==> src/rtl/core/assert_macros.svh <==
// Shared assertion macros; the including module must provide clk and arst_n.
`ifndef ASSERT_MACROS_SVH
`define ASSERT_MACROS_SVH

// Property checked on every rising clock edge outside reset.
`define KMP_ASSERT(label, prop, msg) \
	label: assert property (@(posedge clk) disable iff (!arst_n) prop) \
		else $error(msg);

// Consequent checked in the clock cycle after the antecedent.
`define KMP_ASSERT_NEXT(label, ante, cons, msg) \
	label: assert property (@(posedge clk) disable iff (!arst_n) (ante) |=> (cons)) \
		else $error(msg);

`endif

==> src/rtl/core/kmp_pkg.sv <==
`timescale 1ns / 1ps
`default_nettype none

package kmp_pkg;

	typedef struct packed {
		logic       command;
		logic [7:0] symbol;
		logic       first;
	} kmp_in_t;

	typedef struct packed {
		logic        match;
		logic [31:0] match_start;
		logic [1:0]  status;
	} kmp_out_t;

	localparam logic CMD_PATTERN = 1'b0;
	localparam logic CMD_TEXT    = 1'b1;

	localparam logic [1:0] STATUS_OK         = 2'd0;
	localparam logic [1:0] STATUS_FULL       = 2'd1;
	localparam logic [1:0] STATUS_NO_PATTERN = 2'd2;

	typedef enum logic [3:0] {
		OP_NONE,
		OP_PAT_FULL,
		OP_PAT_FIRST,
		OP_PAT_START,
		OP_TXT_NOPAT,
		OP_TXT_START,
		OP_FALL_LOAD,
		OP_CHAIN,
		OP_FINISH
	} kmp_op_t;

	typedef struct packed {
		kmp_op_t op;
		logic    emit;
	} kmp_cmd_t;

	typedef struct packed {
		logic len_zero;
		logic len_full;
		logic j0_at_len;
		logic chain_go;
	} kmp_stat_t;

endpackage

`default_nettype wire

==> src/rtl/core/kmp_stream_if.sv <==
`timescale 1ns / 1ps
`default_nettype none

interface kmp_stream_if #(parameter type T = logic);
	logic valid;
	logic ready;
	T     data;

	modport source (output valid, output data, input ready);
	modport sink (input valid, input data, output ready);
endinterface

`default_nettype wire

==> src/rtl/core/kmp_ctrl.sv <==
`timescale 1ns / 1ps
`default_nettype none
`include "assert_macros.svh"

module kmp_ctrl import kmp_pkg::*; (
	input  logic      clk,
	input  logic      arst_n,
	input  logic      in_valid,
	output logic      in_ready,
	input  logic      in_command,
	input  logic      in_first,
	output logic      out_valid,
	input  logic      out_ready,
	input  kmp_stat_t stat,
	output kmp_cmd_t  cmd
);

	typedef enum logic [1:0] {
		S_IDLE,
		S_FALL,
		S_COMPARE
	} state_t;

	state_t  state_q;
	state_t  state_d;
	logic    out_valid_q;
	logic    accept;
	logic    emit;
	kmp_op_t op;

	always_comb begin
		in_ready = (state_q == S_IDLE) && (!out_valid_q || out_ready);
		accept   = in_valid && in_ready;
		op       = OP_NONE;
		state_d  = state_q;
		case (state_q)
			S_IDLE: begin
				if (accept) begin
					if (in_command == CMD_PATTERN) begin
						// a new pattern always restarts at entry zero
						if (in_first || stat.len_zero) begin
							op = OP_PAT_FIRST;
						end else if (stat.len_full) begin
							op = OP_PAT_FULL;
						end else begin
							op      = OP_PAT_START;
							state_d = S_COMPARE;
						end
					end else begin
						if (stat.len_zero) begin
							op = OP_TXT_NOPAT;
						end else begin
							op      = OP_TXT_START;
							state_d = stat.j0_at_len ? S_FALL : S_COMPARE;
						end
					end
				end
			end
			S_FALL: begin
				op      = OP_FALL_LOAD;
				state_d = S_COMPARE;
			end
			S_COMPARE: begin
				if (stat.chain_go) begin
					op = OP_CHAIN;
				end else begin
					op      = OP_FINISH;
					state_d = S_IDLE;
				end
			end
			default: begin
				state_d = S_IDLE;
			end
		endcase
		emit = op inside {OP_PAT_FULL, OP_PAT_FIRST, OP_TXT_NOPAT, OP_FINISH};
	end

	always_ff @(posedge clk or negedge arst_n) begin
		if (!arst_n) begin
			state_q     <= S_IDLE;
			out_valid_q <= 1'b0;
		end else begin
			state_q <= state_d;
			if (emit) begin
				out_valid_q <= 1'b1;
			end else if (out_ready) begin
				out_valid_q <= 1'b0;
			end
		end
	end

	assign out_valid = out_valid_q;
	assign cmd.op    = op;
	assign cmd.emit  = emit;

	`KMP_ASSERT(a_no_overwrite, emit |-> (!out_valid_q || out_ready), "result word overwritten")
	`KMP_ASSERT(a_busy_empty, (state_q != S_IDLE) |-> !out_valid_q, "result held while busy")
	`KMP_ASSERT_NEXT(a_result_shown, emit, out_valid_q, "result word not presented")

endmodule

`default_nettype wire

==> src/rtl/core/kmp_dp.sv <==
`timescale 1ns / 1ps
`default_nettype none
`include "assert_macros.svh"

module kmp_dp import kmp_pkg::*; #(
	parameter int MAX_PATTERN   = 64,
	parameter int POSITION_BITS = 32
) (
	input  logic      clk,
	input  logic      arst_n,
	input  kmp_in_t   item,
	input  kmp_cmd_t  cmd,
	output kmp_stat_t stat,
	output kmp_out_t  result
);

	localparam int IDX_W = $clog2(MAX_PATTERN);
	localparam int LEN_W = $clog2(MAX_PATTERN + 1);
	localparam logic [LEN_W-1:0] MAX_LEN = LEN_W'(MAX_PATTERN);

	logic [7:0]       store_mem [MAX_PATTERN];
	logic [IDX_W-1:0] fail_mem  [MAX_PATTERN];

	logic [LEN_W-1:0]         len_q;
	logic [IDX_W-1:0]         prefix_q;
	logic [LEN_W-1:0]         matched_q;
	logic [POSITION_BITS-1:0] pos_q;
	logic [LEN_W-1:0]         j_q;
	logic [7:0]               sym_q;
	logic                     text_mode_q;
	logic [7:0]               store_rd_q;
	logic [IDX_W-1:0]         fail_rd_q;
	kmp_out_t                 result_q;

	logic [LEN_W-1:0]         matched_clamp;
	logic [LEN_W-1:0]         j0;
	logic [LEN_W-1:0]         len_m1;
	logic [LEN_W-1:0]         rd_j;
	logic [LEN_W-1:0]         rd_jm1;
	logic [LEN_W-1:0]         j_next;
	logic [IDX_W-1:0]         store_raddr;
	logic [IDX_W-1:0]         fail_raddr;
	logic                     rd_en;
	logic                     wr_en;
	logic [IDX_W-1:0]         wr_addr;
	logic [7:0]               wr_sym;
	logic [IDX_W-1:0]         wr_fail;
	logic [POSITION_BITS-1:0] start_pos;
	kmp_out_t                 result_d;

	always_comb begin
		matched_clamp = (matched_q > len_q) ? len_q : matched_q;
		j0            = item.first ? '0 : matched_clamp;
		len_m1        = len_q - LEN_W'(1);
		j_next        = j_q + LEN_W'(store_rd_q == sym_q);

		stat.len_zero  = (len_q == '0);
		stat.len_full  = (len_q == MAX_LEN);
		stat.j0_at_len = (j0 == len_q);
		stat.chain_go  = (j_q != '0) && (store_rd_q != sym_q);

		case (cmd.op)
			OP_PAT_START: rd_j = LEN_W'(prefix_q);
			OP_TXT_START: rd_j = j0;
			default:      rd_j = LEN_W'(fail_rd_q);
		endcase
		rd_jm1      = rd_j - LEN_W'(1);
		store_raddr = rd_j[IDX_W-1:0];
		// a fully matched count first steps back through the last failure entry
		if (cmd.op == OP_TXT_START && j0 == len_q) begin
			fail_raddr = len_m1[IDX_W-1:0];
		end else begin
			fail_raddr = rd_jm1[IDX_W-1:0];
		end
		rd_en = cmd.op inside {OP_PAT_START, OP_TXT_START, OP_FALL_LOAD, OP_CHAIN};

		wr_en   = (cmd.op == OP_PAT_FIRST) || (cmd.op == OP_FINISH && !text_mode_q);
		wr_addr = (cmd.op == OP_PAT_FIRST) ? '0 : len_q[IDX_W-1:0];
		wr_sym  = (cmd.op == OP_PAT_FIRST) ? item.symbol : sym_q;
		wr_fail = (cmd.op == OP_PAT_FIRST) ? '0 : j_next[IDX_W-1:0];

		start_pos = pos_q - POSITION_BITS'(len_m1);

		result_d.match       = 1'b0;
		result_d.match_start = '0;
		result_d.status      = STATUS_OK;
		case (cmd.op)
			OP_PAT_FULL:  result_d.status = STATUS_FULL;
			OP_TXT_NOPAT: result_d.status = STATUS_NO_PATTERN;
			OP_FINISH: begin
				if (text_mode_q && j_next == len_q) begin
					result_d.match       = 1'b1;
					result_d.match_start = 32'(start_pos);
				end
			end
			default: begin
				result_d.status = STATUS_OK;
			end
		endcase
	end

	always_ff @(posedge clk) begin
		if (wr_en) begin
			store_mem[wr_addr] <= wr_sym;
			fail_mem[wr_addr]  <= wr_fail;
		end
		if (rd_en) begin
			store_rd_q <= store_mem[store_raddr];
			fail_rd_q  <= fail_mem[fail_raddr];
		end
	end

	always_ff @(posedge clk) begin
		if (cmd.op == OP_PAT_START || cmd.op == OP_TXT_START) begin
			sym_q       <= item.symbol;
			text_mode_q <= (item.command == CMD_TEXT);
		end
		if (rd_en) begin
			j_q <= rd_j;
		end
		if (cmd.emit) begin
			result_q <= result_d;
		end
	end

	always_ff @(posedge clk or negedge arst_n) begin
		if (!arst_n) begin
			len_q     <= '0;
			prefix_q  <= '0;
			matched_q <= '0;
			pos_q     <= '0;
		end else begin
			case (cmd.op)
				OP_PAT_FIRST: begin
					len_q     <= LEN_W'(1);
					prefix_q  <= '0;
					matched_q <= '0;
				end
				OP_TXT_NOPAT: begin
					pos_q <= item.first ? POSITION_BITS'(1) : pos_q + POSITION_BITS'(1);
					if (item.first) begin
						matched_q <= '0;
					end
				end
				OP_TXT_START: begin
					if (item.first) begin
						pos_q <= '0;
					end
				end
				OP_FINISH: begin
					if (text_mode_q) begin
						matched_q <= j_next;
						pos_q     <= pos_q + POSITION_BITS'(1);
					end else begin
						prefix_q <= j_next[IDX_W-1:0];
						len_q    <= len_q + LEN_W'(1);
					end
				end
				default: begin
					len_q <= len_q;
				end
			endcase
		end
	end

	assign result = result_q;

	`KMP_ASSERT(a_len_bound, len_q <= MAX_LEN, "pattern length beyond store")
	`KMP_ASSERT(a_prefix_bound, (len_q != '0) |-> (LEN_W'(prefix_q) < len_q), "prefix run too long")
	`KMP_ASSERT(a_matched_bound, matched_q <= len_q, "matched count beyond pattern")

endmodule

`default_nettype wire

==> src/rtl/core/kmp_stream_matcher.sv <==
// Result timing: store-full, first pattern byte and text with no pattern give their word
// in the cycle after acceptance; other bytes repeat the compare state once per
// failure-chain step, a text byte following a full match passing through fall-back first.
// A new byte is taken only in the idle state, with the result word free or being read;
// the registered-read pattern and failure memories are walked one chain step per cycle.
// Reset (arst_n low) clears pattern length, prefix run, match count and text position.
`timescale 1ns / 1ps
`default_nettype none

module kmp_stream_matcher import kmp_pkg::*; #(
	parameter int MAX_PATTERN   = 64,
	parameter int POSITION_BITS = 32
) (
	input  logic         clk,
	input  logic         arst_n,
	kmp_stream_if.sink   items,
	kmp_stream_if.source results
);

	kmp_cmd_t  cmd;
	kmp_stat_t stat;
	kmp_out_t  result;
	kmp_in_t   item;

	assign item = items.data;

	kmp_ctrl u_ctrl (
		.clk        (clk),
		.arst_n     (arst_n),
		.in_valid   (items.valid),
		.in_ready   (items.ready),
		.in_command (item.command),
		.in_first   (item.first),
		.out_valid  (results.valid),
		.out_ready  (results.ready),
		.stat       (stat),
		.cmd        (cmd)
	);

	kmp_dp #(
		.MAX_PATTERN   (MAX_PATTERN),
		.POSITION_BITS (POSITION_BITS)
	) u_dp (
		.clk    (clk),
		.arst_n (arst_n),
		.item   (item),
		.cmd    (cmd),
		.stat   (stat),
		.result (result)
	);

	assign results.data = result;

endmodule

`default_nettype wire

==> src/flat_wrapper.sv <==
// flat-port wrapper written by rule: the top's interface ports become plain ports
module kmp_stream_matcher_flat import kmp_pkg::*;
#(
	parameter int MAX_PATTERN   = 64,
	parameter int POSITION_BITS = 32
)
  (clk, arst_n, items_valid, items_data, items_ready, results_valid, results_data, results_ready);
  kmp_stream_if #(.T(kmp_in_t)) items_i ();
  kmp_stream_if #(.T(kmp_out_t)) results_i ();
  input  logic clk;
  input  logic arst_n;
  input wire logic [$bits(items_i.valid)-1:0] items_valid;
  input wire logic [$bits(items_i.data)-1:0] items_data;
  output wire logic [$bits(items_i.ready)-1:0] items_ready;
  output wire logic [$bits(results_i.valid)-1:0] results_valid;
  output wire logic [$bits(results_i.data)-1:0] results_data;
  input wire logic [$bits(results_i.ready)-1:0] results_ready;
  assign items_i.valid = items_valid;
  assign items_i.data = items_data;
  assign items_ready = items_i.ready;
  assign results_valid = results_i.valid;
  assign results_data = results_i.data;
  assign results_i.ready = results_ready;
  kmp_stream_matcher #(.MAX_PATTERN(MAX_PATTERN), .POSITION_BITS(POSITION_BITS)) u_core (.clk(clk), .arst_n(arst_n), .items(items_i), .results(results_i));
endmodule
==> config.mk <==
export PLATFORM = sky130hd
export DESIGN_NAME = kmp_stream_matcher_flat
export DESIGN_NICKNAME = d
export VERILOG_FILES = /design/src/rtl/core/kmp_pkg.sv /design/src/rtl/core/kmp_stream_if.sv /design/src/rtl/core/kmp_ctrl.sv /design/src/rtl/core/kmp_dp.sv /design/src/rtl/core/kmp_stream_matcher.sv /design/src/flat_wrapper.sv
export VERILOG_INCLUDE_DIRS = /design/src /design/src/rtl/core
export SDC_FILE = /design/constraint.sdc
export NUM_CORES = 1
export LEC_CHECK = 0
export BUFFER_PORTS_ARGS = -buffer_cell sky130_fd_sc_hd__clkbuf_2
export CORE_MARGIN = 10
export CORE_UTILIZATION = 60
export DETAILED_ROUTE_END_ITERATION = 6
export HOLD_SLACK_MARGIN = 0.15
export PLACE_DENSITY_LB_ADDON = 0.25
export SLEW_MARGIN = 10
export SYNTH_ARGS = -nofsm -noshare
export SYNTH_HDL_FRONTEND = slang
export SYNTH_SLANG_ARGS = --single-unit
==> constraint.sdc <==
create_clock -name clk -period 5.06 [get_ports clk]
set_input_delay 1.012 -clock clk [delete_from_list [all_inputs] [get_ports clk]]
set_output_delay 1.012 -clock clk [all_outputs]
set_load 0.03 [all_outputs]
# After elaboration in Yosys (flattened, before gate mapping)
# Memories as Yosys holds them, arrays and structs flattened. A register that Yosys moved wholly into a read port is not among the register bits.
# Index checks and enable logic that the tools add are counted.
# Widths: inputs -> output; s select.
dict set report classes {
  n_addsub 6
  magnitude_cmp 1
  n_eq_ne 24
  muxes 39
  n_reduce_logical 26
}
# operator count
set ops {}
lappend ops {{$mux 32} 3}
lappend ops {{$pmux 32 s3} 1}
lappend ops {{$mux 7} 5}
lappend ops {{$mux 33} 1}
lappend ops {{$add 32x1->32 const B} 1}
lappend ops {{$sub 32x7->32} 1}
lappend ops {{$pmux 7 s2} 2}
lappend ops {{$mux 6} 4}
lappend ops {{$pmux 7 s3} 1}
lappend ops {{$mux 2} 9}
lappend ops {{$eq 4x3->1 const B} 4}
lappend ops {{$eq 7x7->1} 2}
lappend ops {{$mux 4} 3}
lappend ops {{$ne 2x2->1 const B} 6}
lappend ops {{$pmux 4 s3} 1}
lappend ops {{$pmux 6 s2} 1}
lappend ops {{$ne 3x3->1 const B} 3}
lappend ops {{$eq 4x2->1 const B} 2}
lappend ops {{$eq 8x8->1} 1}
lappend ops {{$mux 8} 1}
lappend ops {{$ne 8x8->1} 1}
lappend ops {{$reduce_bool 4->1} 2}
lappend ops {{$add 7x1->7} 1}
lappend ops {{$add 7x1->7 const B} 1}
lappend ops {{other kinds (22)} 39}
dict set report word_totals {
  reg_bits 106
  ramBits 896
  in_bits 14
  out_inout_bits 37
  elab_cells 110
  n_memories 2
}
# name words word_bits rd rd_ports_with_merged_regs write_ports line_no
set mem_list {}
lappend mem_list {u_core.u_dp.store_mem 64 8 1 1 1 kmp_dp.sv:21} ;# logic [7:0] store_mem [MAX_PATTERN];
lappend mem_list {u_core.u_dp.fail_mem 64 6 1 1 1 kmp_dp.sv:22} ;# logic [IDX_W-1:0] fail_mem [MAX_PATTERN];

# Longest topological paths before layout
dict set report logic_depth {
  word_depth 11
  depth_mapped 21
  mapped_depth_nobuf 17
}

# Modules after synthesis
# From an unflattened synthesis, not the netlist that was laid out.
dict set report hier_totals {
  cells_unflattened 3448
  area_unflattened_um2 43047.5
}
# module instances cells_per_inst area_each_um2 seq_area_each_um2
set modules_own_cells {}
lappend modules_own_cells {kmp_dp 1 3417 42791.0 30158.9}
lappend modules_own_cells {kmp_ctrl 1 31 256.5 75.1}

# Least setup slack after synthesis
# No wires, ideal clock.
dict set report synth_path {
  kind {flip-flop to flip-flop}
  from {register u_core.u_dp.len_q[6]}
  to {register u_core.u_dp.fail_rd_q[4], read port of u_core.u_dp.fail_mem, data pin}
  setup_time_ps 272
  arrival_time_ps 3870
  required_ps 4788
  path_slack_ps 918
  path_stages_with_launch 18
  n_path_buf 2
  synth_period_minus_slack_ps 4142
  cell_sequence {dfrtp_1 -> clkbuf_1 -> inv_1 -> ha_1 -> or2_2 -> o2bb2ai_1 -> nand2b_1 -> a22o_1 -> nand2_2 -> inv_1 -> buf_4 -> o21ai_2 -> mux2_2 -> o21ai_0 -> a31oi_1 -> a311oi_1 -> nor4_1 -> or4_1}
}
dict set report synth_via {
  elab_chain_len 10
  elab_cells_between_ends 22
  classes_between {1 x add/sub; 1 x order compare; 6 x eq/ne; 10 x mux; 4 x reduce/logical}
}
# element line_no
set synth_lines {}
lappend synth_lines {{from (decl)} kmp_dp.sv:24} ;# logic [LEN_W-1:0] len_q;
lappend synth_lines {{from (signal assigned)} kmp_dp.sv:156} ;# len_q <= len_q + LEN_W'(1);
lappend synth_lines {{from (signal assigned)} kmp_dp.sv:160} ;# len_q <= len_q;
lappend synth_lines {{$eq 7x7->1 / $logic_not 7->1 (equally long branches)} {kmp_dp.sv:58, kmp_dp.sv:57}}
lappend synth_lines {{$mux 2 / $logic_or 1x1->1 (equally long branches)} {kmp_ctrl.sv:43, kmp_ctrl.sv:41}}
lappend synth_lines {{$mux 2} kmp_ctrl.sv:41} ;# if (in_first || stat.len_zero) begin
lappend synth_lines {{$mux 4} kmp_ctrl.sv:39} ;# if (in_command == CMD_PATTERN) begin
lappend synth_lines {{$mux 4} kmp_ctrl.sv:38} ;# if (accept) begin
lappend synth_lines {{$pmux 4 s3} kmp_ctrl.sv:36} ;# case (state_q)
lappend synth_lines {{$eq 4x3->1 / $eq 4x2->1 (equally long branches)} {kmp_dp.sv:62, kmp_dp.sv:70, kmp_dp.sv:75}}
lappend synth_lines {{$pmux 7 s2} kmp_dp.sv:62} ;# case (cmd.op)
lappend synth_lines {{$sub 6x1->6} kmp_dp.sv:67} ;# rd_jm1 = rd_j - LEN_W'(1);
lappend synth_lines {{$mux 6} kmp_dp.sv:70} ;# if (cmd.op == OP_TXT_START && j0 == len_q) begin
lappend synth_lines {{to (decl)} kmp_dp.sv:32} ;# logic [IDX_W-1:0] fail_rd_q;
# Parallel ways exist; a longest one is shown, timed or not.
# A chain may end at the register's enable or synchronous reset.

# Worst setup path after layout
dict set report layout_path {
  from {register u_core.u_dp.matched_q[3]}
  to {register u_core.u_dp.store_rd_q[3], read port of u_core.u_dp.store_mem, data pin}
}
dict set report layout_via {
  elab_chain_len 4
}
# element line_no
set layout_lines {}
lappend layout_lines {{from (decl)} kmp_dp.sv:26} ;# logic [LEN_W-1:0] matched_q;
lappend layout_lines {{from (signal assigned)} kmp_dp.sv:152} ;# matched_q <= j_next;
lappend layout_lines {{$gt 7x7->1} kmp_dp.sv:52} ;# matched_clamp = (matched_q > len_q) ? len_q : matched_q;
lappend layout_lines {{$mux 7 *} kmp_dp.sv:52}
lappend layout_lines {{$mux 7 *} kmp_dp.sv:53} ;# j0 = item.first ? '0 : matched_clamp;
lappend layout_lines {{$pmux 7 s2 *} kmp_dp.sv:62}
lappend layout_lines {{to (decl)} kmp_dp.sv:31} ;# logic [7:0] store_rd_q;
# Mark *: on every way between the ends. The rest lies on a longest branch, timed or not.

==> results.md <==
Status:
- The run finished, with violations left.
- The checks that failed: DRC, setup timing.

STA:
- The final number of max-transition violations came to 0.
- Setup repair after global routing could not meet its margin everywhere.
- The number of hold-slack violations in the final timing report is 0.
- The period utilization is 1.00.
- After layout, the minimum clock period comes to 5.07 ns.
- The remaining max-slew budget at the tightest pin is 0.186.
- Across all setup checks in the final design, the least slack found is -0.0139 ns.
- The final sum of negative setup slack is -0.0139 ns.
- For the pin with the worst max-slew slack, the measured transition is 1.22 ns.
- Setup violations remaining at the end of the flow were counted as 1.
- The worst setup skew after layout is 0.0275 ns.
- Based on the critical path, the design can be clocked at up to between 0.15 and 0.2 GHz.

Setup path:
- The endpoint required time on the critical path is 5.45 ns.
- By startpoint and endpoint, the worst setup path is classified as register to register.
- STA classifies the critical path endpoint as a register.
- The maximum cell stage delay along the critical path is 0.72 ns.
- Among all stages on the critical path, the largest delay is contributed by sky130_fd_sc_hd__a311oi_1.
- STA classifies the critical path startpoint as a register.
- The most numerous cell on the critical path is sky130_fd_sc_hd__a311oi_1.
- Walking the worst path, the cells encountered are ha_1 > a21oi_1 > o2bb2ai_1 > nor2_1 > o32a_1 > o21a_4 > inv_8 > buf_12 > nand2_1 > and3_1 > a311oi_1 > a311oi_1 > a311oi_1 > a211oi_1 > a21oi_1.
- The data arrival time of the critical path is approximately 5.5 ns.
- The maximum fanout along the worst path is 113.

Synth:
- The flop and latch count out of synthesis is around 1000.
- In the synthesized netlist the dominant register cell turns out to be sky130_fd_sc_hd__edfxtp_1.
- In the post-synthesis netlist, the biggest area contributors are sky130_fd_sc_hd__edfxtp_1 (67%), sky130_fd_sc_hd__nand2_1 (7.5%), sky130_fd_sc_hd__nand3_1 (4.4%).
- The average cell area after synthesis is 12.4 sq um.
- The share of synthesized area in the top cell type comes to 0.673.
- The simple-gate portion of the synthesized area is 0.167.
- The portion of the post-synthesis area used by sequential elements is 0.705.
- The fraction of the mapped netlist area in compound gates came to 0.0683.
- The dominant combinational cell family by area after synthesis is simple AND/OR/NAND/NOR gates.
- The xor and xnor area share after synthesis is 0.0165.
- Counting flops with a built-in enable in the synthesized netlist gives 961.
- The adder-cell share of the synthesized area is 0.00630.
- The mux contribution to synthesized area is 0.0109.
- The post-synthesis instance area is 0.0429 sq mm.
- The total nets after synthesis is 3491.
- The async set-reset flop share out of synthesis is 0.0541.
- The number of instances in the synthesized netlist is 3456.
- The count of yosys warnings during synthesis is 0.
- The number of different library cells used by synthesis comes to 89.
- The biggest area contributor in the post-synthesis netlist is sky130_fd_sc_hd__edfxtp_1.

Power:
- The design draws 30800 uW.
- IR analysis of the VDD net gives a maximum drop of 0.735 mV.
- Power spread over the standard cell area amounts to 636 mW/mm^2.
- For this design the static power due to leakage is ~0.017 uW.

Clock network:
- Buffers inserted to repair hold after CTS numbered 0.
- The clock passes through at most 3 buffers.
- The cell sitting at the root of the clock tree is a sky130_fd_sc_hd__clkbuf_16.
- The number of clock buffers added by TritonCTS is 101.
- After clock tree synthesis, the clock-pin slew on the worst setup and hold paths is approximately 0.060 ns.
- Counting every sink on the clock net gives a little over 1000.
- The clock tree synthesis step divided the H-tree into 3 levels.
- The insertion delay to the later sink of the worst-skew pair is 0.67 ns.
- The CTS tree is done.
- Post-CTS timing repair inserted 0 buffers for setup.

Floorplanning:
- The initial utilization of the core area, before any placement, comes to 0.608.
- The total core area is 0.0705 sq mm.
- In this run the horizontal extent of the chip is 287 um.
- The die footprint is 0.0826 sq mm.
- The die span in y is 287 um.
- After floorplanning, the core was divided into 97 placement rows.
- The count of pins on the block boundary is 51.

Place:
- The wire-length estimate of the detail-placed layout is 77300 um.
- At the end of routability-driven placement, the weighted congestion stood at 0.975.
- The number of buffers inserted by port buffering is 50.

GRT:
- The global-route wire length before repair is 183000 um.
- In the global route stage, overall resource usage came out at 0.295.
- The number of global-route vias before repair is 29149.
- The largest net degree at the start of global routing is 144.
- Global routing finished with a remaining overflow of 0.
- The initial antenna violation count is 3.

Detailed routing:
- After detailed routing, the total wire length is 123000 um.
- In the final routed layout, each cell accounts on average for approximately 27 um.
- The total via count after detailed routing is 29973.
- In this run the remaining antenna-violating nets after routing total 0.
- The number of detailed-route iterations in the first pass is 7.
- In this run, the number of DRC markers left after iteration 0 of detailed routing was 4151.
- The average via count per standard cell is 6.50.
- For this run, design rule violations remaining after detail routing come to 1.

Layout:
- The share of final-layout standard cells stronger than drive strength 1 is 0.131.
- The area growth from synthesis to layout is 13.1%.
- The fill cell instance count of the final layout is 4813.
- The library cell used most frequently in the layout, excluding fill and tap cells, is sky130_fd_sc_hd__edfxtp_1.
- The net total in the final layout is 3620.
- 0 antenna diodes ended up in the layout.
- The library cells used most frequently in the layout, excluding fill and tap cells, are sky130_fd_sc_hd__edfxtp_1 (961), sky130_fd_sc_hd__nand2_1 (852), sky130_fd_sc_hd__nand3_1 (378), sky130_fd_sc_hd__buf_4 (174), sky130_fd_sc_hd__nor2_1 (167).

Run:
- The tool flagged a number of max-cap violations equal to 0.

Hold path:
- The kind of path behind the tightest hold check is input pin to asynchronous set/reset pin.
layout make-up:
cell class	instances	area [sq um]	area share
Tap cell	940	1180	0.0242
Clock inverter	56	488	0.0101
Inverter	29	119	0.00245
Sequential cell	1016	30200	0.623
Multi-Input combinational cell	2188	11700	0.242
Clock buffer	131	2720	0.0561
Timing Repair Buffer	249	2050	0.0422
state kept, by name (all words and copies together), names as in the netlist, 8 cells and up:
register,cells
u_core.u_dp.store_mem,512
u_core.u_dp.result,35
u_core.u_dp.sym_q,8
u_core.u_dp.pos_q,32
u_core.u_dp.fail_mem,384
u_core.u_dp.store_rd_q,8
stage by stage:
stage	setup slack, ns	util	std cells	instance area, sq um	hold WS (ns)
after floorplan	0.918	-	3456	42900	0.451
after global placement	-0.653	0.642	4422	45300	0.494
after detailed placement	-0.604	0.642	4422	45300	0.491
after CTS	0.0738	0.688	4609	48500	0.505
after global routing	-0.0761	0.688	4609	48500	0.533
final	-0.0139	0.688	4609	48500	0.498
repair_timing:
item | CTS | global route
setup endpoints to repair | 3 | 4
gates resized for setup | 6 | 5
pin swaps | 0 | 2
routing by layer:
layer	part of all wire	routed length (um)	global-route usage	vias up
met1	0.37	46100	0.391	14647
met3	0.11	13500	0.0682	359
met2	0.46	57100	0.459	1978
met5	0.000097	12	0	-
li1	-	-	-	12987
met4	0.052	6450	0.140	2
Yosys cell counts, drive strengths merged, types with 8 or more instances:
library cell  count
edfxtp          961
nand2           861
nand3           380
nor2            187
buf             119
clkbuf          104
a311oi           95
a21oi            94
and3             62
dfrtp            55
o21ai            55
xnor2            45
a31oi            36
nor3             34
xor2             34
nand4            32
inv              25
mux2i            23
ha               20
o22ai            17
nor4             16
or3              16
mux2             13
o221ai           13
a211oi           12
a22oi            11
nand2b            9
nor2b             8
worst paths after layout:
kind	slack (ns)	from	end	cells after the start
setup / recovery	-0.01	u_core.u_dp.matched_q[3]	u_core.u_dp.store_rd_q[3]	15
hold / removal	0.50	arst_n	u_core.u_dp.len_q[6]	2
setup reg to reg	-0.01	u_core.u_dp.matched_q[3]	u_core.u_dp.store_rd_q[3]	15
hold reg to reg	0.51	u_core.u_dp.prefix_q[1]	u_core.u_dp.prefix_q[1]	2
max in group asynchronous	4.01	arst_n	u_core.u_dp.pos_q[28]	2
min in group clk	0.51	u_core.u_dp.prefix_q[1]	u_core.u_dp.prefix_q[1]	2
power breakdown:
group | switching, uW | internal, uW | total, uW
sequential | 287 | 10300 | 10600
clock | 3110 | 4200 | 7300
combinational | 9010 | 3950 | 13000
worst max-delay path: cells and delay by family (launching register included):
family                     cells  cell delay (ns)
and+or+nand+nor                3             0.79
buffers and inverters          2             0.35
adders and majority gates      1             0.40
DFF                            1             0.49
AOI/OAI and AO/OA              9             2.54
logic make-up after synthesis:
group	count (synthesis)
DFF	1016
xor gates and xnor gates	79
and+or+nand+nor	1633
adders and majority gates	21
AOI/OAI and AO/OA	415
muxes	40
buffers and inverters	252
No activity file was read; power rests on OpenSTA's default activity.
